## config.mk

```make
export PLATFORM = sky130hd
export DESIGN_NAME = arabic_joining_form_shaper_flat
export DESIGN_NICKNAME = d
export VERILOG_FILES = /design/src/sv/ajs_pkg.sv /design/src/sv/ajs_if.sv /design/src/sv/ajs_front.sv /design/src/sv/ajs_queue.sv /design/src/sv/ajs_back.sv /design/src/sv/arabic_joining_form_shaper.sv /design/src/flat_wrapper.sv
export SDC_FILE = /design/constraint.sdc
export NUM_CORES = 1
export LEC_CHECK = 0
export BUFFER_PORTS_ARGS = -buffer_cell sky130_fd_sc_hd__buf_4
export CORE_ASPECT_RATIO = 0.5
export CORE_UTILIZATION = 64
export CTS_CLUSTER_SIZE = 30
export DETAILED_ROUTE_END_ITERATION = 6
export HOLD_SLACK_MARGIN = 0.05
export PLACE_DENSITY = 0.92
export SYNTH_ARGS = -nofsm -noshare
export SYNTH_HDL_FRONTEND = slang
export SYNTH_HIERARCHICAL = 1
export SYNTH_SLANG_ARGS = --single-unit
```

## constraint.sdc

```tcl
create_clock -name clk -period 9.1 [get_ports clk]
set_clock_uncertainty 0.05 [all_clocks]
set_input_delay 0.455 -clock clk [delete_from_list [all_inputs] [get_ports clk]]
set_output_delay 0.455 -clock clk [all_outputs]
set_load 0.02 [all_outputs]
```

## src/sv/ajs_pkg.sv

```systemverilog
`timescale 1ns / 1ps
// Shared types, code constants and presentation-form tables for the Arabic joining-form shaper.
package ajs_pkg;

	localparam int CODE_W   = 21;
	localparam int GLYPH_W  = 16;
	localparam int QDEPTH   = 2;
	localparam int QPTR_W   = (QDEPTH > 1) ? $clog2(QDEPTH) : 1;
	localparam int QCNT_W   = $clog2(QDEPTH + 1);

	// Character set codes
	localparam logic [1:0] SET_NONE  = 2'd0;
	localparam logic [1:0] SET_UNI2  = 2'd1;
	localparam logic [1:0] SET_UNI4  = 2'd2;

	localparam logic [GLYPH_W-1:0] LAM = 16'h0644;

	typedef struct packed {
		logic [GLYPH_W-1:0] iso;
		logic [GLYPH_W-1:0] rgt;
		logic [GLYPH_W-1:0] lft;
		logic [GLYPH_W-1:0] both;
		logic               hit;
	} form_t;

	typedef struct packed {
		logic [GLYPH_W-1:0] iso;
		logic [GLYPH_W-1:0] rgt;
		logic               hit;
	} lig_t;

	// One classified character as it travels from front to back
	typedef struct packed {
		logic [CODE_W-1:0]  code;
		logic               line_end;
		logic               form_hit;
		logic               right_ok;
		logic               left_ok;
		logic [GLYPH_W-1:0] iso;
		logic [GLYPH_W-1:0] rgt;
		logic [GLYPH_W-1:0] lft;
		logic [GLYPH_W-1:0] both;
		logic               lig_hit;
		logic [GLYPH_W-1:0] lig_iso;
		logic [GLYPH_W-1:0] lig_rgt;
	} cls_t;

	// Presentation forms: isolated, right-joined, left-joined, both-joined
	function automatic form_t form_lookup(input logic [GLYPH_W-1:0] c);
		form_t f;
		unique case (c)
			16'h0621: f = '{16'hFE80, 16'h0000, 16'h0000, 16'h0000, 1'b1};
			16'h0622: f = '{16'hFE81, 16'hFE82, 16'h0000, 16'h0000, 1'b1};
			16'h0623: f = '{16'hFE83, 16'hFE84, 16'h0000, 16'h0000, 1'b1};
			16'h0624: f = '{16'hFE85, 16'hFE86, 16'h0000, 16'h0000, 1'b1};
			16'h0625: f = '{16'hFE87, 16'hFE88, 16'h0000, 16'h0000, 1'b1};
			16'h0626: f = '{16'hFE89, 16'hFE8A, 16'hFE8B, 16'hFE8C, 1'b1};
			16'h0627: f = '{16'hFE8D, 16'hFE8E, 16'h0000, 16'h0000, 1'b1};
			16'h0628: f = '{16'hFE8F, 16'hFE90, 16'hFE91, 16'hFE92, 1'b1};
			16'h0629: f = '{16'hFE93, 16'hFE94, 16'h0000, 16'h0000, 1'b1};
			16'h062A: f = '{16'hFE95, 16'hFE96, 16'hFE97, 16'hFE98, 1'b1};
			16'h062B: f = '{16'hFE99, 16'hFE9A, 16'hFE9B, 16'hFE9C, 1'b1};
			16'h062C: f = '{16'hFE9D, 16'hFE9E, 16'hFE9F, 16'hFEA0, 1'b1};
			16'h062D: f = '{16'hFEA1, 16'hFEA2, 16'hFEA3, 16'hFEA4, 1'b1};
			16'h062E: f = '{16'hFEA5, 16'hFEA6, 16'hFEA7, 16'hFEA8, 1'b1};
			16'h062F: f = '{16'hFEA9, 16'hFEAA, 16'h0000, 16'h0000, 1'b1};
			16'h0630: f = '{16'hFEAB, 16'hFEAC, 16'h0000, 16'h0000, 1'b1};
			16'h0631: f = '{16'hFEAD, 16'hFEAE, 16'h0000, 16'h0000, 1'b1};
			16'h0632: f = '{16'hFEAF, 16'hFEB0, 16'h0000, 16'h0000, 1'b1};
			16'h0633: f = '{16'hFEB1, 16'hFEB2, 16'hFEB3, 16'hFEB4, 1'b1};
			16'h0634: f = '{16'hFEB5, 16'hFEB6, 16'hFEB7, 16'hFEB8, 1'b1};
			16'h0635: f = '{16'hFEB9, 16'hFEBA, 16'hFEBB, 16'hFEBC, 1'b1};
			16'h0636: f = '{16'hFEBD, 16'hFEBE, 16'hFEBF, 16'hFEC0, 1'b1};
			16'h0637: f = '{16'hFEC1, 16'hFEC2, 16'hFEC3, 16'hFEC4, 1'b1};
			16'h0638: f = '{16'hFEC5, 16'hFEC6, 16'hFEC7, 16'hFEC8, 1'b1};
			16'h0639: f = '{16'hFEC9, 16'hFECA, 16'hFECB, 16'hFECC, 1'b1};
			16'h063A: f = '{16'hFECD, 16'hFECE, 16'hFECF, 16'hFED0, 1'b1};
			16'h0640: f = '{16'h0640, 16'h0640, 16'h0640, 16'h0640, 1'b1};
			16'h0641: f = '{16'hFED1, 16'hFED2, 16'hFED3, 16'hFED4, 1'b1};
			16'h0642: f = '{16'hFED5, 16'hFED6, 16'hFED7, 16'hFED8, 1'b1};
			16'h0643: f = '{16'hFED9, 16'hFEDA, 16'hFEDB, 16'hFEDC, 1'b1};
			16'h0644: f = '{16'hFEDD, 16'hFEDE, 16'hFEDF, 16'hFEE0, 1'b1};
			16'h0645: f = '{16'hFEE1, 16'hFEE2, 16'hFEE3, 16'hFEE4, 1'b1};
			16'h0646: f = '{16'hFEE5, 16'hFEE6, 16'hFEE7, 16'hFEE8, 1'b1};
			16'h0647: f = '{16'hFEE9, 16'hFEEA, 16'hFEEB, 16'hFEEC, 1'b1};
			16'h0648: f = '{16'hFEED, 16'hFEEE, 16'h0000, 16'h0000, 1'b1};
			16'h0649: f = '{16'hFEEF, 16'hFEF0, 16'hFBE8, 16'hFBE9, 1'b1};
			16'h064A: f = '{16'hFEF1, 16'hFEF2, 16'hFEF3, 16'hFEF4, 1'b1};
			16'h0671: f = '{16'hFB50, 16'hFB51, 16'h0000, 16'h0000, 1'b1};
			16'h0679: f = '{16'hFB66, 16'hFB67, 16'hFB68, 16'hFB69, 1'b1};
			16'h067A: f = '{16'hFB5E, 16'hFB5F, 16'hFB60, 16'hFB61, 1'b1};
			16'h067B: f = '{16'hFB52, 16'hFB53, 16'hFB54, 16'hFB55, 1'b1};
			16'h067E: f = '{16'hFB56, 16'hFB57, 16'hFB58, 16'hFB59, 1'b1};
			16'h067F: f = '{16'hFB62, 16'hFB63, 16'hFB64, 16'hFB65, 1'b1};
			16'h0680: f = '{16'hFB5A, 16'hFB5B, 16'hFB5C, 16'hFB5D, 1'b1};
			16'h0683: f = '{16'hFB76, 16'hFB77, 16'hFB78, 16'hFB79, 1'b1};
			16'h0684: f = '{16'hFB72, 16'hFB73, 16'hFB74, 16'hFB75, 1'b1};
			16'h0686: f = '{16'hFB7A, 16'hFB7B, 16'hFB7C, 16'hFB7D, 1'b1};
			16'h0687: f = '{16'hFB7E, 16'hFB7F, 16'hFB80, 16'hFB81, 1'b1};
			16'h0688: f = '{16'hFB88, 16'hFB89, 16'h0000, 16'h0000, 1'b1};
			16'h068C: f = '{16'hFB84, 16'hFB85, 16'h0000, 16'h0000, 1'b1};
			16'h068D: f = '{16'hFB82, 16'hFB83, 16'h0000, 16'h0000, 1'b1};
			16'h068E: f = '{16'hFB86, 16'hFB87, 16'h0000, 16'h0000, 1'b1};
			16'h0691: f = '{16'hFB8C, 16'hFB8D, 16'h0000, 16'h0000, 1'b1};
			16'h0698: f = '{16'hFB8A, 16'hFB8B, 16'h0000, 16'h0000, 1'b1};
			16'h06A4: f = '{16'hFB6A, 16'hFB6B, 16'hFB6C, 16'hFB6D, 1'b1};
			16'h06A6: f = '{16'hFB6E, 16'hFB6F, 16'hFB70, 16'hFB71, 1'b1};
			16'h06A9: f = '{16'hFB8E, 16'hFB8F, 16'hFB90, 16'hFB91, 1'b1};
			16'h06AD: f = '{16'hFBD3, 16'hFBD4, 16'hFBD5, 16'hFBD6, 1'b1};
			16'h06AF: f = '{16'hFB92, 16'hFB93, 16'hFB94, 16'hFB95, 1'b1};
			16'h06B1: f = '{16'hFB9A, 16'hFB9B, 16'hFB9C, 16'hFB9D, 1'b1};
			16'h06B3: f = '{16'hFB96, 16'hFB97, 16'hFB98, 16'hFB99, 1'b1};
			16'h06BB: f = '{16'hFBA0, 16'hFBA1, 16'hFBA2, 16'hFBA3, 1'b1};
			16'h06BE: f = '{16'hFBAA, 16'hFBAB, 16'hFBAC, 16'hFBAD, 1'b1};
			16'h06C0: f = '{16'hFBA4, 16'hFBA5, 16'h0000, 16'h0000, 1'b1};
			16'h06C1: f = '{16'hFBA6, 16'hFBA7, 16'hFBA8, 16'hFBA9, 1'b1};
			16'h06C5: f = '{16'hFBE0, 16'hFBE1, 16'h0000, 16'h0000, 1'b1};
			16'h06C6: f = '{16'hFBD9, 16'hFBDA, 16'h0000, 16'h0000, 1'b1};
			16'h06C7: f = '{16'hFBD7, 16'hFBD8, 16'h0000, 16'h0000, 1'b1};
			16'h06C8: f = '{16'hFBDB, 16'hFBDC, 16'h0000, 16'h0000, 1'b1};
			16'h06C9: f = '{16'hFBE2, 16'hFBE3, 16'h0000, 16'h0000, 1'b1};
			16'h06CB: f = '{16'hFBDE, 16'hFBDF, 16'h0000, 16'h0000, 1'b1};
			16'h06CC: f = '{16'hFBFC, 16'hFBFD, 16'hFBFE, 16'hFBFF, 1'b1};
			16'h06D0: f = '{16'hFBE4, 16'hFBE5, 16'hFBE6, 16'hFBE7, 1'b1};
			16'h06D2: f = '{16'hFBAE, 16'hFBAF, 16'h0000, 16'h0000, 1'b1};
			16'h06D3: f = '{16'hFBB0, 16'hFBB1, 16'h0000, 16'h0000, 1'b1};
			default:  f = '{16'h0000, 16'h0000, 16'h0000, 16'h0000, 1'b0};
		endcase
		return f;
	endfunction

	// Lam-alef ligatures keyed by the attached alef
	function automatic lig_t lig_lookup(input logic [GLYPH_W-1:0] c);
		lig_t l;
		unique case (c)
			16'h0622: l = '{16'hFEF5, 16'hFEF6, 1'b1};
			16'h0623: l = '{16'hFEF7, 16'hFEF8, 1'b1};
			16'h0625: l = '{16'hFEF9, 16'hFEFA, 1'b1};
			16'h0627: l = '{16'hFEFB, 16'hFEFC, 1'b1};
			default:  l = '{16'h0000, 16'h0000, 1'b0};
		endcase
		return l;
	endfunction

endpackage

```

## src/sv/ajs_if.sv

```systemverilog
`timescale 1ns / 1ps
// Valid/ready channel interfaces for input characters and shaped glyphs.
interface ajs_char_if;
	logic                        valid;
	logic                        ready;
	logic [ajs_pkg::CODE_W-1:0]  char_code;
	logic [1:0]                  char_set;
	logic                        comb_present;
	logic [ajs_pkg::GLYPH_W-1:0] comb_code;
	logic                        line_end;

	modport source(output valid, char_code, char_set, comb_present, comb_code, line_end,
		input ready);
	modport sink(input valid, char_code, char_set, comb_present, comb_code, line_end,
		output ready);
endinterface

interface ajs_glyph_if;
	logic                       valid;
	logic                       ready;
	logic [ajs_pkg::CODE_W-1:0] shaped_code;
	logic                       line_last;

	modport source(output valid, shaped_code, line_last, input ready);
	modport sink(input valid, shaped_code, line_last, output ready);
endinterface

```

## src/sv/ajs_front.sv

```systemverilog
`timescale 1ns / 1ps
// Front end: accept characters, classify them against the form and ligature tables.
module ajs_front (
	input  logic              clk,
	input  logic              arst_n,
	ajs_char_if.sink          chars,
	output logic              push_valid,
	input  logic              push_ready,
	output ajs_pkg::cls_t     push_data
);
	logic          v_s1;
	ajs_pkg::cls_t cls_s1;
	ajs_pkg::cls_t cls_d;
	ajs_pkg::form_t f;
	ajs_pkg::lig_t  l;
	logic           uni;

	assign chars.ready = !v_s1 || push_ready;
	assign push_valid  = v_s1;
	assign push_data   = cls_s1;

	always_comb begin
		uni = (chars.char_set == ajs_pkg::SET_UNI2) || (chars.char_set == ajs_pkg::SET_UNI4);
		f   = ajs_pkg::form_lookup(chars.char_code[ajs_pkg::GLYPH_W-1:0]);
		l   = ajs_pkg::lig_lookup(chars.comb_code);
		cls_d.code     = chars.char_code;
		cls_d.line_end = chars.line_end;
		cls_d.form_hit = uni && f.hit;
		cls_d.right_ok = uni && f.hit && (f.rgt != '0);
		cls_d.left_ok  = uni && f.hit && (f.lft != '0);
		cls_d.iso      = f.iso;
		cls_d.rgt      = f.rgt;
		cls_d.lft      = f.lft;
		cls_d.both     = f.both;
		cls_d.lig_hit  = uni && chars.comb_present && l.hit
			&& (chars.char_code[ajs_pkg::GLYPH_W-1:0] == ajs_pkg::LAM);
		cls_d.lig_iso  = l.iso;
		cls_d.lig_rgt  = l.rgt;
	end

	always_ff @(posedge clk or negedge arst_n) begin
		if (!arst_n) begin
			v_s1 <= 1'b0;
		end else if (chars.ready) begin
			v_s1 <= chars.valid;
		end
	end

	always_ff @(posedge clk) begin
		if (chars.valid && chars.ready) begin
			cls_s1 <= cls_d;
		end
	end
endmodule

```

## src/sv/ajs_queue.sv

```systemverilog
`timescale 1ns / 1ps
// Short queue of classified words between front and back.
module ajs_queue (
	input  logic          clk,
	input  logic          arst_n,
	input  logic          push_valid,
	output logic          push_ready,
	input  ajs_pkg::cls_t push_data,
	output logic          pop_valid,
	input  logic          pop_ready,
	output ajs_pkg::cls_t pop_data
);
	ajs_pkg::cls_t                   mem_q [ajs_pkg::QDEPTH];
	logic [ajs_pkg::QPTR_W-1:0]      wr_ptr_q;
	logic [ajs_pkg::QPTR_W-1:0]      rd_ptr_q;
	logic [ajs_pkg::QCNT_W-1:0]      count_q;
	logic                            push_fire;
	logic                            pop_fire;

	assign push_ready = (count_q != ajs_pkg::QCNT_W'(ajs_pkg::QDEPTH));
	assign pop_valid  = (count_q != '0);
	assign pop_data   = mem_q[rd_ptr_q];
	assign push_fire  = push_valid && push_ready;
	assign pop_fire   = pop_valid && pop_ready;

	function automatic logic [ajs_pkg::QPTR_W-1:0] ptr_next(
		input logic [ajs_pkg::QPTR_W-1:0] p);
		return (p == ajs_pkg::QPTR_W'(ajs_pkg::QDEPTH - 1)) ? '0 : p + 1'b1;
	endfunction

	always_ff @(posedge clk or negedge arst_n) begin
		if (!arst_n) begin
			wr_ptr_q <= '0;
			rd_ptr_q <= '0;
			count_q  <= '0;
		end else begin
			if (push_fire) wr_ptr_q <= ptr_next(wr_ptr_q);
			if (pop_fire)  rd_ptr_q <= ptr_next(rd_ptr_q);
			if (push_fire && !pop_fire)      count_q <= count_q + 1'b1;
			else if (pop_fire && !push_fire) count_q <= count_q - 1'b1;
		end
	end

	always_ff @(posedge clk) begin
		if (push_fire) begin
			mem_q[wr_ptr_q] <= push_data;
		end
	end
endmodule

```

## src/sv/ajs_back.sv

```systemverilog
`timescale 1ns / 1ps
// Back end: hold one word for lookahead, pick its joining form and drive the output register.
module ajs_back (
	input  logic          clk,
	input  logic          arst_n,
	input  logic          pop_valid,
	output logic          pop_ready,
	input  ajs_pkg::cls_t pop_data,
	ajs_glyph_if.source   glyphs
);
	ajs_pkg::cls_t              held_q;
	logic                       held_v_q;
	logic                       prev_right_q;
	logic                       out_v_q;
	logic [ajs_pkg::CODE_W-1:0] out_code_q;
	logic                       out_last_q;

	logic                       can_emit;
	logic                       emit;
	logic                       pop_fire;
	logic                       nl_raw;
	logic                       nl;
	logic [ajs_pkg::CODE_W-1:0] shaped;

	assign glyphs.valid       = out_v_q;
	assign glyphs.shaped_code = out_code_q;
	assign glyphs.line_last   = out_last_q;

	assign can_emit  = !out_v_q || glyphs.ready;
	// A held last word drains on its own; otherwise the next word must arrive with it
	assign pop_ready = !held_v_q || (!held_q.line_end && can_emit);
	assign pop_fire  = pop_valid && pop_ready;
	assign emit      = held_v_q && can_emit && (held_q.line_end || pop_valid);

	always_comb begin
		nl_raw = !held_q.line_end && pop_data.left_ok;
		nl     = nl_raw && !pop_data.lig_hit;
		if (held_q.lig_hit) begin
			shaped = {5'b0, nl_raw ? held_q.lig_rgt : held_q.lig_iso};
		end else if (!held_q.form_hit) begin
			shaped = held_q.code;
		end else if (prev_right_q && nl) begin
			priority if (held_q.both != '0) shaped = {5'b0, held_q.both};
			else if (held_q.left_ok)        shaped = {5'b0, held_q.lft};
			else if (held_q.right_ok)       shaped = {5'b0, held_q.rgt};
			else                            shaped = {5'b0, held_q.iso};
		end else if (prev_right_q) begin
			shaped = {5'b0, held_q.left_ok ? held_q.lft : held_q.iso};
		end else if (nl) begin
			shaped = {5'b0, held_q.right_ok ? held_q.rgt : held_q.iso};
		end else begin
			shaped = {5'b0, held_q.iso};
		end
	end

	always_ff @(posedge clk or negedge arst_n) begin
		if (!arst_n) begin
			held_v_q     <= 1'b0;
			prev_right_q <= 1'b0;
			out_v_q      <= 1'b0;
		end else begin
			if (pop_fire)  held_v_q <= 1'b1;
			else if (emit) held_v_q <= 1'b0;
			if (emit) prev_right_q <= !held_q.line_end && held_q.right_ok;
			if (emit)              out_v_q <= 1'b1;
			else if (glyphs.ready) out_v_q <= 1'b0;
		end
	end

	always_ff @(posedge clk) begin
		if (pop_fire) held_q <= pop_data;
		if (emit) begin
			out_code_q <= shaped;
			out_last_q <= held_q.line_end;
		end
	end

`ifndef SYNTH
	a_emit_needs_held: assert property (@(posedge clk) disable iff (!arst_n)
		emit |-> held_v_q)
		else $error("word emitted with nothing held");
	a_last_clears_join: assert property (@(posedge clk) disable iff (!arst_n)
		(emit && held_q.line_end) |=> (!prev_right_q && out_v_q && out_last_q))
		else $error("line end did not reset joining context");
	a_no_pop_past_last: assert property (@(posedge clk) disable iff (!arst_n)
		!(pop_fire && held_v_q && held_q.line_end))
		else $error("next word taken while a line end is pending");
	a_stall_holds: assert property (@(posedge clk) disable iff (!arst_n)
		(out_v_q && !glyphs.ready) |=> (out_v_q && $stable(out_code_q)))
		else $error("output register overwritten under back-pressure");
`endif
endmodule

```

## src/sv/arabic_joining_form_shaper.sv

```systemverilog
`timescale 1ns / 1ps
// Top level of the Arabic joining-form shaper: front classifier, queue and shaping back end.
// A word's glyph enters the output register when its successor has passed the front register
// and queue; the last word of a line passes front register, queue, held and output registers.
// Throughput: one word a cycle while glyphs.ready holds; the held last character of a line
// drains with no lookahead, and the back end takes no new word until it has drained.
// Reset: arst_n clears every valid flag and the joining context at once; tables are constant.
module arabic_joining_form_shaper (
	input  logic        clk,
	input  logic        arst_n,
	ajs_char_if.sink    chars,
	ajs_glyph_if.source glyphs
);
	// Front to queue
	logic          f_valid;
	logic          f_ready;
	ajs_pkg::cls_t f_data;
	// Queue to back
	logic          b_valid;
	logic          b_ready;
	ajs_pkg::cls_t b_data;

	// Classify each character against the presentation and ligature tables
	ajs_front u_front (
		.clk        (clk),
		.arst_n     (arst_n),
		.chars      (chars),
		.push_valid (f_valid),
		.push_ready (f_ready),
		.push_data  (f_data)
	);

	// Decouple the two halves so either may stall alone
	ajs_queue u_queue (
		.clk        (clk),
		.arst_n     (arst_n),
		.push_valid (f_valid),
		.push_ready (f_ready),
		.push_data  (f_data),
		.pop_valid  (b_valid),
		.pop_ready  (b_ready),
		.pop_data   (b_data)
	);

	// Hold one word for lookahead, choose its form, register the glyph
	ajs_back u_back (
		.clk       (clk),
		.arst_n    (arst_n),
		.pop_valid (b_valid),
		.pop_ready (b_ready),
		.pop_data  (b_data),
		.glyphs    (glyphs)
	);
endmodule
```

## src/flat_wrapper.sv

```systemverilog
// flat-port wrapper written by rule: the top's interface ports become plain ports
module arabic_joining_form_shaper_flat 
  (clk, arst_n, chars_valid, chars_char_code, chars_char_set, chars_comb_present, chars_comb_code, chars_line_end, chars_ready, glyphs_valid, glyphs_shaped_code, glyphs_line_last, glyphs_ready);
  ajs_char_if chars_i ();
  ajs_glyph_if glyphs_i ();
  input  logic clk;
  input  logic arst_n;
  input wire logic [$bits(chars_i.valid)-1:0] chars_valid;
  input wire logic [$bits(chars_i.char_code)-1:0] chars_char_code;
  input wire logic [$bits(chars_i.char_set)-1:0] chars_char_set;
  input wire logic [$bits(chars_i.comb_present)-1:0] chars_comb_present;
  input wire logic [$bits(chars_i.comb_code)-1:0] chars_comb_code;
  input wire logic [$bits(chars_i.line_end)-1:0] chars_line_end;
  output wire logic [$bits(chars_i.ready)-1:0] chars_ready;
  output wire logic [$bits(glyphs_i.valid)-1:0] glyphs_valid;
  output wire logic [$bits(glyphs_i.shaped_code)-1:0] glyphs_shaped_code;
  output wire logic [$bits(glyphs_i.line_last)-1:0] glyphs_line_last;
  input wire logic [$bits(glyphs_i.ready)-1:0] glyphs_ready;
  assign chars_i.valid = chars_valid;
  assign chars_i.char_code = chars_char_code;
  assign chars_i.char_set = chars_char_set;
  assign chars_i.comb_present = chars_comb_present;
  assign chars_i.comb_code = chars_comb_code;
  assign chars_i.line_end = chars_line_end;
  assign chars_ready = chars_i.ready;
  assign glyphs_valid = glyphs_i.valid;
  assign glyphs_shaped_code = glyphs_i.shaped_code;
  assign glyphs_line_last = glyphs_i.line_last;
  assign glyphs_i.ready = glyphs_ready;
  arabic_joining_form_shaper u_core (.clk(clk), .arst_n(arst_n), .chars(chars_i), .glyphs(glyphs_i));
endmodule
```

# After elaboration in Yosys (flattened, before gate mapping)
# Memory sizes are Yosys's and may differ from the RTL's.
# Cells that the tools add are included.
totals:
  output_inout_bits: 24
  regBits: 274
  in_bits: 45
  elab_cells: 181
  n_memories: 1
  mem_bits_rw: 244
op_classes:
  n_reduce_logical: 37
  muxes: 23
  n_addsub: 4
  n_eq_ne: 82
memory_table:
  columns: ["name", "words", "word_bits", "rd", "rd_clocked_by_memory_dff", "wr", "line_no", "rtl"]
  rows:
  - ["u_core.u_queue.mem_q", 2, 122, 1, 0, 1, "ajs_queue.sv:13", "ajs_pkg::cls_t mem_q [ajs_pkg::QDEPTH];"]
op_table:
  columns: ["cell", "n"]
  rows:
  - ["case mux 65 bit (75 select lines)", 1]
  - ["== test 16 x 11 -> 1 bit (second input constant)", 79]
  - ["2-to-1 mux 16 bit", 9]
  - ["case mux 33 bit (4 select lines)", 1]
  - ["nonzero test 16 bit", 3]
  - ["2-to-1 mux 21 bit", 2]
  - ["logical AND 1 bit", 18]
  - ["2-to-1 mux 1 bit", 8]
  - ["nonzero test 2 bit", 4]
  - ["zero test 1 bit", 7]
  - ["logical OR 1 bit", 5]
  - ["2-to-1 mux 2 bit", 2]
  - ["adder 1 bit (second input constant)", 2]
  - ["adder 2 x 1 -> 2 bit (second input constant)", 1]
  - ["== test 2 x 1 -> 1 bit (second input constant)", 1]
  - ["== test 2 bit (second input constant)", 1]
  - ["inequality test 2 bit (second input constant)", 1]
  - ["subtractor 2 x 1 -> 2 bit (second input constant)", 1]

# Longest topological paths before layout
# Gate-level depths: netlist (run 1).
depth:
  word_depth: 8
  mapped_depth: 11
  ltp_nobuf: 7

# By module
# The synthesis (run 1) kept the hierarchy.
by_module_without_submodules:
  columns: ["module", "cells_per_inst", "seq_area_each_um2", "instances", "area_each_um2"]
  rows:
  - ["ajs_queue", 398, 7427.1, 1, 9287.7]
  - ["ajs_back", 395, 4399.2, 1, 6182.2]
  - ["ajs_front", 615, 2217.1, 1, 5520.3]

# Least setup slack after synthesis (run 1)
# OpenSTA, ideal clock, no wires.
synth_timing:
  path_type: "register to register"
  startpoint: "reg u_core/u_queue/count_q[0] (netlist bit)"
  endpoint: "mem u_core/u_queue/mem_q[0][0] (netlist bit) (enable)"
  arrival_ns: 5.685
  slack_ns: 2.761
  synth_period_minus_slack_ns: 6.339
  setup_ns: 0.604
  stages_incl_launch_ff: 4
  required_ns: 8.446
  path_buffers: 0
  cell_sequence: "dfrtp_1 > nand2b_1 > nand2_1 > nor2_1"
synth_via:
  elab_chain_len: 4
synth_rtl:
  columns: ["element", "line_no", "rtl"]
  rows:
  - ["start, declared", "ajs_queue.sv:16", "logic [ajs_pkg::QCNT_W-1:0] count_q;"]
  - ["start signal, assigned", "ajs_queue.sv:39", "if (push_fire && !pop_fire) count_q <= count_q + 1'b1;"]
  - ["start signal, assigned", "ajs_queue.sv:40", "else if (pop_fire && !push_fire) count_q <= count_q - 1'b1;"]
  - ["inequality test 2 bit", "ajs_queue.sv:20", "assign push_ready = (count_q != ajs_pkg::QCNT_W'(ajs_pkg::QDEPTH));"]
  - ["named net u_core.f_ready", "arabic_joining_form_shaper.sv:16", "logic f_ready;"]
  - ["logical AND 1 bit", "ajs_queue.sv:23", "assign push_fire = push_valid && push_ready;"]
  - ["2-to-1 mux 1 bit", "ajs_queue.sv:45", "if (push_fire) begin"]
  - ["2-to-1 mux 1 bit (not written as such)", "ajs_queue.sv:46", "mem_q[wr_ptr_q] <= push_data;"]
  - ["end, declared", "ajs_queue.sv:13", null]
# The timed path passes the listed nets, and every way through them passes these cells.

==> results of run 1 <==
logic make-up (layout without fill, tap and decap cells):
kind of cell | count (synthesis) | count (layout) | synth area share (%)
simple gates | 372 | 372 | 10.0
compound gates | 226 | 226 | 7.90
buf+inv | 155 | 175 | 4.31
flops | 469 | 469 | 66.9
xor+xnor | 9 | 9 | 0.376
other cells | 1 | 3 | 0.0179
fa+ha+maj | 1 | 1 | 0.0596
mux | 175 | 175 | 10.4
worst register-to-register path: stages (launching register included):
cell and delay (ps):
dfrtp_4 620, mux2_4 390, or3b_1 370, buf_4 270
and4b_1 920, a41oi_1 290, a31oi_1 410
routing by layer:
| layer | vias to the layer above | part of all wire [%] |
|---|---|---|
| li1 | 5417 | - |
| met1 | 6478 | 37 |
| met2 | 1258 | 46 |
| met3 | 258 | 12 |
| met4 | 2 | 4.9 |
| met5 | - | 0.018 |
area by class of cell:
cell class	count	share of cell area, %
clock buffer	46	4.51
clock inverter	24	0.987
inverter	13	0.215
multi-input combinational	786	26.9
sequential	469	61.9
tap	432	2.38
timing repair buffer	92	3.13
power by group:
| part | total (mW) | internal, mW | leakage [nW] | switching [mW] |
|---|---|---|---|---|
| combinational | 2.30 | 0.864 | 2.95 | 1.43 |
| clock | 1.71 | 0.923 | 0.617 | 0.782 |
| sequential | 3.99 | 3.50 | 4.51 | 0.488 |
final timing paths:
check / depth (start not counted) / to
min reg2reg: 0 / u_core/u_queue/mem_q[1][39]
max: 6 / u_core/u_back/glyphs.shaped_code[2]
max in group asynchronous: 2 / u_core/u_queue/rd_ptr_q
min: 1 / u_core/u_front/push_data[112]
min in group asynchronous: 2 / u_core/u_queue/rd_ptr_q
max reg2reg: 6 / u_core/u_back/glyphs.shaped_code[2]
sequential cells by signal (all words and copies together), names as in the netlist:
name	flops
u_core/u_front/push_data	73
u_core/u_back/glyphs.shaped_code	21
u_core/u_back/held_q	122
u_core/u_front/push_valid	1
u_core/u_queue/count_q	2
u_core/u_back/prev_right_q	1
u_core/u_queue/wr_ptr_q	1
u_core/u_queue/rd_ptr_q	1
u_core/u_back/glyphs.valid	1
u_core/u_back/held_v_q	1
u_core/u_back/glyphs.line_last	1
u_core/u_queue/mem_q	244
layout by cell type, fill, tap and decap left out, drive strengths merged, types with 6 or more instances in the layout:
master,n
o2bb2ai,15
dfrtp,8
inv,13
a22oi,11
clkinv,20
or3,6
o22ai,10
nand2b,33
buf,84
nor2,57
nor3,34
dlygate4sd3,8
o21ai,33
nor4bb,10
nand3,28
or2,6
edfxtp,461
mux2,138
clkbuf,46
a31oi,19
a211o,17
nor4b,7
nand4,15
mux2i,37
a21oi,30
o211ai,21
or4,6
and2,13
nor4,13
o2111ai,10
nand2,87
a32oi,8
nor2b,27
a41oi,16
metrics by stage:
stage          std cells  utilization, %
2_1_floorplan       1410               -
3_3_place_gp        1784            66.9
3_5_place_dp        1784            66.9
4_1_cts             1862            71.0
5_1_grt             1862            71.0
6_report            1862            71.0
==> metrics.txt, run 1 <==
CP required=9360 ps; post-detailed-route via-to-cell ratio=7.20; worst skew pair latency=560 ps; # fillers=1792; core area=31900 µm²; placed standard-cell area=21400 µm²; CTS tree=yes; #FFs+latches synth=469; drt initial violations=2397; CP peak stage delay=910 ps; routing usage on met1=47.0%; Layout area overhead=8.12%; nets@finish=1447; fmax=0.280 GHz; CTS resizes=0; reg2reg start=u_core/u_queue/rd_ptr_q; port bufs=68; Slew @ Worst Pin=1340 ps; clk buf depth=3; Die W=258 µm; GR Overflow Total=0; CP Capture Type=register; most frequent cells after synthesis=edfxtp_1, nand2_1, mux2_4; Rel. slew slack=10.5%; Remaining DRCs=0; static leakage=8.07 nW; pre-CTS setup slack=5800 ps; DIE AREA=33600 µm²; chip height=130 µm; Final Instance Area=22700 µm²; fraction of layout cells with a size suffix above 1=22.1%; Final Hold Fails=0; syn avg cell area=14.9 µm²; initial antenna violation count=1; critical path launch point type=register; final worst slack=5530 ps; first-pass GRT wire length=86.4 mm; Worst Setup Path Type=register to register; CTS Hold Bufs=8; fin. max-slew vios=0; routability cong.=1.00; CP delay by family, top=simple AND/OR/NAND/NOR gates; hold path start=chars_char_code[11]; root buffer cell=clkbuf_16; Post-Synthesis Cells=1408; synthesized cell area=21000 µm²; register area=14000 µm²; drt wl/cell=32.2 µm; post-synth cell types=87; vias in the first global route=12935; area share of the largest cell type after synthesis=66.0%; I/O Pins=69; FFs w/ async S/R, synth=1.71%; critical path peak fanout=33; Top FF cell, synth=edfxtp_1; Crit path arrival time=3830 ps; top-count cell post-synth=edfxtp_1; final hold slack=62.1 ps; GRT Resource Usage Total=35.5%; Hold WC Path Type=input port to register; Worst VDD drop=0.299 mV; post-CTS setup repair buffer count=0; area of the multi-input gates=6100 µm²; synth warn=6; clock sink count=469; Rows=46; Most Used Layer, Global Route=met2; H-tree depth=2; Starting Density=65.7%; final setup violation count=0; Setup TNS Final=0 ps; Routed WL=60.0 mm; largest net degree at the start of global routing=95; cell taking the most area after synthesis=edfxtp_1; P per Cell Area=352 nW/µm²; share of the yosys chip area belonging to registers=66.9%; crit share post-route=39.2%; Post-synth EDFFs=461; status=completed; Tot Pwr=7.99 mW; CP startpoint=u_core/u_queue/rd_ptr_q; RSZ-0062 raised after global routing=false; DRT antenna net count=0; Synth area leaders=edfxtp_1, mux2_4, mux2_2; Crit path buffers/inverters=1; r2r setup slk=5530 ps; post-DP HPWL=34.9 mm; CP Cell Sequence=mux2_4 -> or3b_1 -> buf_4 -> and4b_1 -> a41oi_1 -> a31oi_1; ANT cells=0; Tmin final=3570 ps; clk slew on worst S/H paths=80 ps; critical path's slowest cell=and4b_1; routed vias=13413; met3 usage=7.26%; met2 usage=58.8%; TritonCTS buffer count=39; # Max-Cap Violations=0; 1st-pass router iterations=7
Note: power is estimated with default switching activity, not from simulation.
==> run 2, diff against run 1 <==
CORE_UTILIZATION = 57   (was 64)
PLACE_DENSITY = 0.87   (was 0.92)
clock period = 3.2 ns   (was 9.1 ns; I/O delays follow)
==> run 2 against run 1 <==
  * The flow now finishes with violations (DRC)
  * Clock power rose to 3.0 times the previous value
  * Sequential power rose to 2.8 times the previous value
  * Maximum frequency rose by 22%
  * Via count barely moved
  * Cell count rose by 6.7%
  * Critical path depth did not move
  * Total power rose to 2.9 times the previous value
  * Flip-flop and latch count did not move
  * Critical endpoint unchanged
  * Global-route usage fell by 4.3 points
  * Worst hold slack improved by 30 ps
  * Combinational power rose to 2.9 times the previous value
==> metrics.txt, run 2 (synthesis results as in run 1) <==
r2r endpoint=u_core/u_back/glyphs.shaped_code[2]; nets@finish=1517; failing checks=DRC; fraction of layout cells with a size suffix above 1=24.7%; crit share post-route=91.2%; Setup TNS Final=0 ps; Worst Setup Path Type=register to register; static leakage=8.48 nW; P per Cell Area=974 nW/µm²; clk buf depth=3; CTS resizes=0; Die W=273 µm; core area=36100 µm²; critical path peak fanout=16; # fillers=2265; DRT antenna net count=0; post-detailed-route via-to-cell ratio=6.75; vias in the first global route=13153; fmax=0.343 GHz; hold path depth=3; Final Hold Fails=0; H-tree depth=2; Top reg by flops=u_core/u_queue/mem_q; Hold EP=u_core/u_front/push_data[2]; pre-CTS setup slack=450 ps; final setup violation count=0; hold path start=chars_comb_code[8]; Remaining DRCs=1; r2r setup slk=280 ps; port bufs=68; chip height=138 µm; # Max-Cap Violations=0; Starting Density=58.1%; max reg flops=244; Rows=49; GRT Resource Usage Total=31.2%; CP required=3470 ps; largest net degree at the start of global routing=123; Final Instance Area=23500 µm²; clk slew on worst S/H paths=70 ps; most common cell after layout, fill and taps aside=edfxtp_1; Routed WL=58.6 mm; post-CTS setup repair buffer count=0; clock sink count=469; Layout area overhead=12.1%; GR Overflow Total=0; RSZ-0062 raised after global routing=false; non-filler cells, final=1987; most frequent cells in the layout=edfxtp_1, buf_4, nand2_1; CP Capture Type=register; Worst VDD drop=0.713 mV; root buffer cell=clkbuf_16; critical path launch point type=register; reg2reg start=u_core/u_queue/rd_ptr_q; CTS tree=yes; I/O Pins=69; cell total after placement=1885; DIE AREA=37600 µm²; CTS Hold Bufs=27; final worst slack=282 ps; TritonCTS buffer count=41; post-DP HPWL=35.9 mm; Slew @ Worst Pin=1280 ps; Hold WC Path Type=input port to register; worst skew pair latency=560 ps; Rel. slew slack=14.9%; fin. max-slew vios=0; Tmin final=2920 ps; Crit path arrival time=3180 ps; worst-case reg-to-reg path depth=6; placed standard-cell area=21900 µm²; status=finished with violations; routed vias=13418; drt initial violations=2142; routability cong.=0.975; first-pass GRT wire length=85.4 mm; 1st-pass router iterations=7; initial antenna violation count=0; drt wl/cell=29.5 µm
==> run 2: changes by cell type in the layout (fill, tap and decap cells not counted), sizes merged <==
cell / delta
diode: +2
dlygate4sd3: +19
clkbuf: -1
buf: +49
bufinv: +2
clkinv: +2
==> run 2: metrics by stage <==
stage                     hold slack (ps)  total power, mW  utilization (%)
final                                92.3             22.9             65.1
after detailed placement            -64.0             17.3             60.6
after global routing                 88.3             23.5             65.1
after CTS                            62.4             22.6             65.1
after global placement              -67.0             16.9             60.6
after floorplan                      -186             15.2                -
==> run 2: area by class of cell <==
type	instances	area, µm²	share of cell area [%]
antenna	2	5.00	0.0213
clock buffer	45	1060	4.52
clock inverter	28	313	1.33
inverter	13	48.8	0.207
multi-input combinational	786	6100	25.9
sequential	469	14000	59.7
tap	484	606	2.57
timing repair buffer	160	1340	5.71
==> run 2: worst max path at each step <==
stage,to,slack (ps),from
floorplan,u_core/u_front/push_data[100],180,u_core/u_queue/count_q[0]
global placement,u_core/u_front/push_data[68],390,chars_char_code[10]
detailed placement,u_core/u_front/push_data[68],450,chars_char_code[10]
CTS,u_core/u_back/glyphs.shaped_code[2],370,u_core/u_queue/rd_ptr_q
global route,u_core/u_back/glyphs.shaped_code[3],340,u_core/u_queue/rd_ptr_q
finish,u_core/u_back/glyphs.shaped_code[2],280,u_core/u_queue/rd_ptr_q
==> run 2: critical path, cell delays in order (launching register included) <==
cell and delay (ps):
dfrtp_4 540, mux2_4 370, or3b_1 470, and4b_1 290, buf_4 260, a41oi_1 190, a31oi_1 470
==> run 2: routing by layer <==
layer | part of all wire [%] | global-route usage, %
met5 | 0 | 0
met3 | 11 | 6.38
met1 | 38 | 41.2
met2 | 47 | 51.6
met4 | 4.3 | 11.5
==> run 2: power by group <==
part           leakage, nW  internal [mW]  total [mW]  switching (mW)
combinational         3.29           2.60        6.65            4.05
clock                0.680           2.90        5.14            2.23
sequential            4.51           9.91        11.1            1.22
==> run 3, diff against run 2 <==
RECOVER_POWER = 100   (was not set)
==> run 3 against run 2 <==
  * The run ends with capacitance limit, slew limit left
  * First-iteration DRC count shrank 2.9%
  * Maximum frequency fell by 5.9%
  * Die area unchanged
  * Cell count decreased by 0.10%
  * Cell area fell by 2.3%
  * Critical path depth unchanged
  * Sequential power hardly changed
  * Non-clock buffer count did not move
  * Critical endpoint is now u_core/u_back/glyphs.shaped_code[14]
  * Highest routed layer unchanged
==> metrics.txt, run 3 (synthesis results as in run 1) <==
status=finished with violations; failing checks=capacitance limit, slew limit; Remaining DRCs=0; RSZ-0062 raised after global routing=false; drt wl/cell=29.6 µm; Layout area overhead=9.54%; Hold WC Path Type=input port to register; DIE AREA=37600 µm²; nets@finish=1517; most common cell after layout, fill and taps aside=edfxtp_1; TritonCTS buffer count=41; final worst slack=97.5 ps; DRT antenna net count=0; largest net degree at the start of global routing=123; Routed WL=58.7 mm; critical path peak fanout=16; pre-CTS setup slack=450 ps; worst skew pair latency=560 ps; drt initial violations=2080; non-filler cells, final=1985; Top reg by flops=u_core/u_queue/mem_q; worst-case reg-to-reg path depth=6; I/O Pins=69; Starting Density=58.1%; vias in the first global route=13153; cell total after placement=1885; root buffer cell=clkbuf_16; port bufs=68; Worst VDD drop=0.702 mV; core area=36100 µm²; chip height=138 µm; r2r setup slk=100 ps; Hold EP=u_core/u_front/push_data[103]; H-tree depth=2; post-detailed-route via-to-cell ratio=6.75; clk buf depth=3; post-CTS setup repair buffer count=0; clock sink count=469; ANT cells=0; P_sw=7.40 mW; fmax=0.322 GHz; first-pass GRT wire length=85.4 mm; GRT Resource Usage Total=31.2%; r2r endpoint=u_core/u_back/glyphs.shaped_code[14]; final setup violation count=0; P per Cell Area=967 nW/µm²; critical path launch point type=register; CTS resizes=0; # Max-Cap Violations=4; Clk pwr share=23.1%; most frequent cells in the layout=edfxtp_1, nand2_1, buf_4; Tmin final=3100 ps; crit share post-route=97.0%; CTS tree=yes; Worst Setup Path Type=register to register; Switching Share=33.3%; routed vias=13399; hold path start=chars_char_code[2]; Die W=273 µm; Slew @ Worst Pin=1910 ps; Final Hold Fails=0; Setup TNS Final=0 ps; routability cong.=0.975; post-DP HPWL=35.9 mm; Crit path arrival time=3340 ps; max reg flops=244; static leakage=8.01 nW; reg2reg start=u_core/u_queue/rd_ptr_q; Rows=49; Rel. slew slack=-27.5%; power share of the sequential group=50.2%; CP required=3440 ps; initial antenna violation count=0; GR Overflow Total=0; 1st-pass router iterations=5; Int Power=14.8 mW; hold path depth=1; final hold slack=90.3 ps; CP Capture Type=register; clk slew on worst S/H paths=70 ps; Tot Pwr=22.2 mW; fraction of layout cells with a size suffix above 1=16.3%; combinational power share=26.7%; CTS Hold Bufs=27; fin. max-slew vios=276
[run 3: changes by cell type in the layout (fill, tap and decap cells not counted), sizes merged]
cell,delta
buf,-52
clkbuf,+52
diode,-2
[run 3: area by class of cell]
class | instances | area (µm²)
fill | 2423 | 13100
inverter | 13 | 48.8
multi-input combinational | 786 | 5790
timing repair buffer | 160 | 1130
sequential | 469 | 14000
clock inverter | 28 | 313
tap | 484 | 606
clock buffer | 45 | 1060
[run 3: stage by stage]
step	instance area, µm²	utilization, %
after floorplan	21000	-
after global placement	21900	60.6
after detailed placement	21900	60.6
after CTS	23500	65.1
after global routing	23000	63.7
final	23000	63.7
[run 3: power by group through the flow]
stage | clock, mW | sequential (mW) | combinational (mW)
3_3_place_gp | 0 | 10.9 | 5.99
2_1_floorplan | 0 | 10.8 | 4.38
4_1_cts | 5.12 | 11.1 | 6.44
3_5_place_dp | 0 | 11.1 | 6.26
5_1_grt | 5.40 | 11.3 | 6.16
6_report | 5.13 | 11.2 | 5.95
[run 3: critical path: stages (launching register included)]
cell	delay (ps)
dfrtp_1	520
mux2_1	490
or3b_1	490
and4b_1	290
buf_4	270
nand3_2	120
a221oi_1	590
[run 3: worst max path at each step]
stage                                   start                              endpoint  slack [ps]
detailed placement        chars_char_code[10]          u_core/u_front/push_data[68]         450
global route          u_core/u_queue/rd_ptr_q  u_core/u_back/glyphs.shaped_code[14]         180
floorplan           u_core/u_queue/count_q[0]         u_core/u_front/push_data[100]         180
finish                u_core/u_queue/rd_ptr_q  u_core/u_back/glyphs.shaped_code[14]         100
CTS                   u_core/u_queue/rd_ptr_q   u_core/u_back/glyphs.shaped_code[2]         370
global placement          chars_char_code[10]          u_core/u_front/push_data[68]         390
[run 3: routing by layer]
metal	wire [µm]	GRT usage [%]	share of wire, %	vias up
met2	27300	51.6	47	1020
met1	22500	41.2	38	6615
met3	6220	6.38	11	209
met4	2640	11.5	4.5	0
met5	0	0	0	-
li1	-	-	-	5555
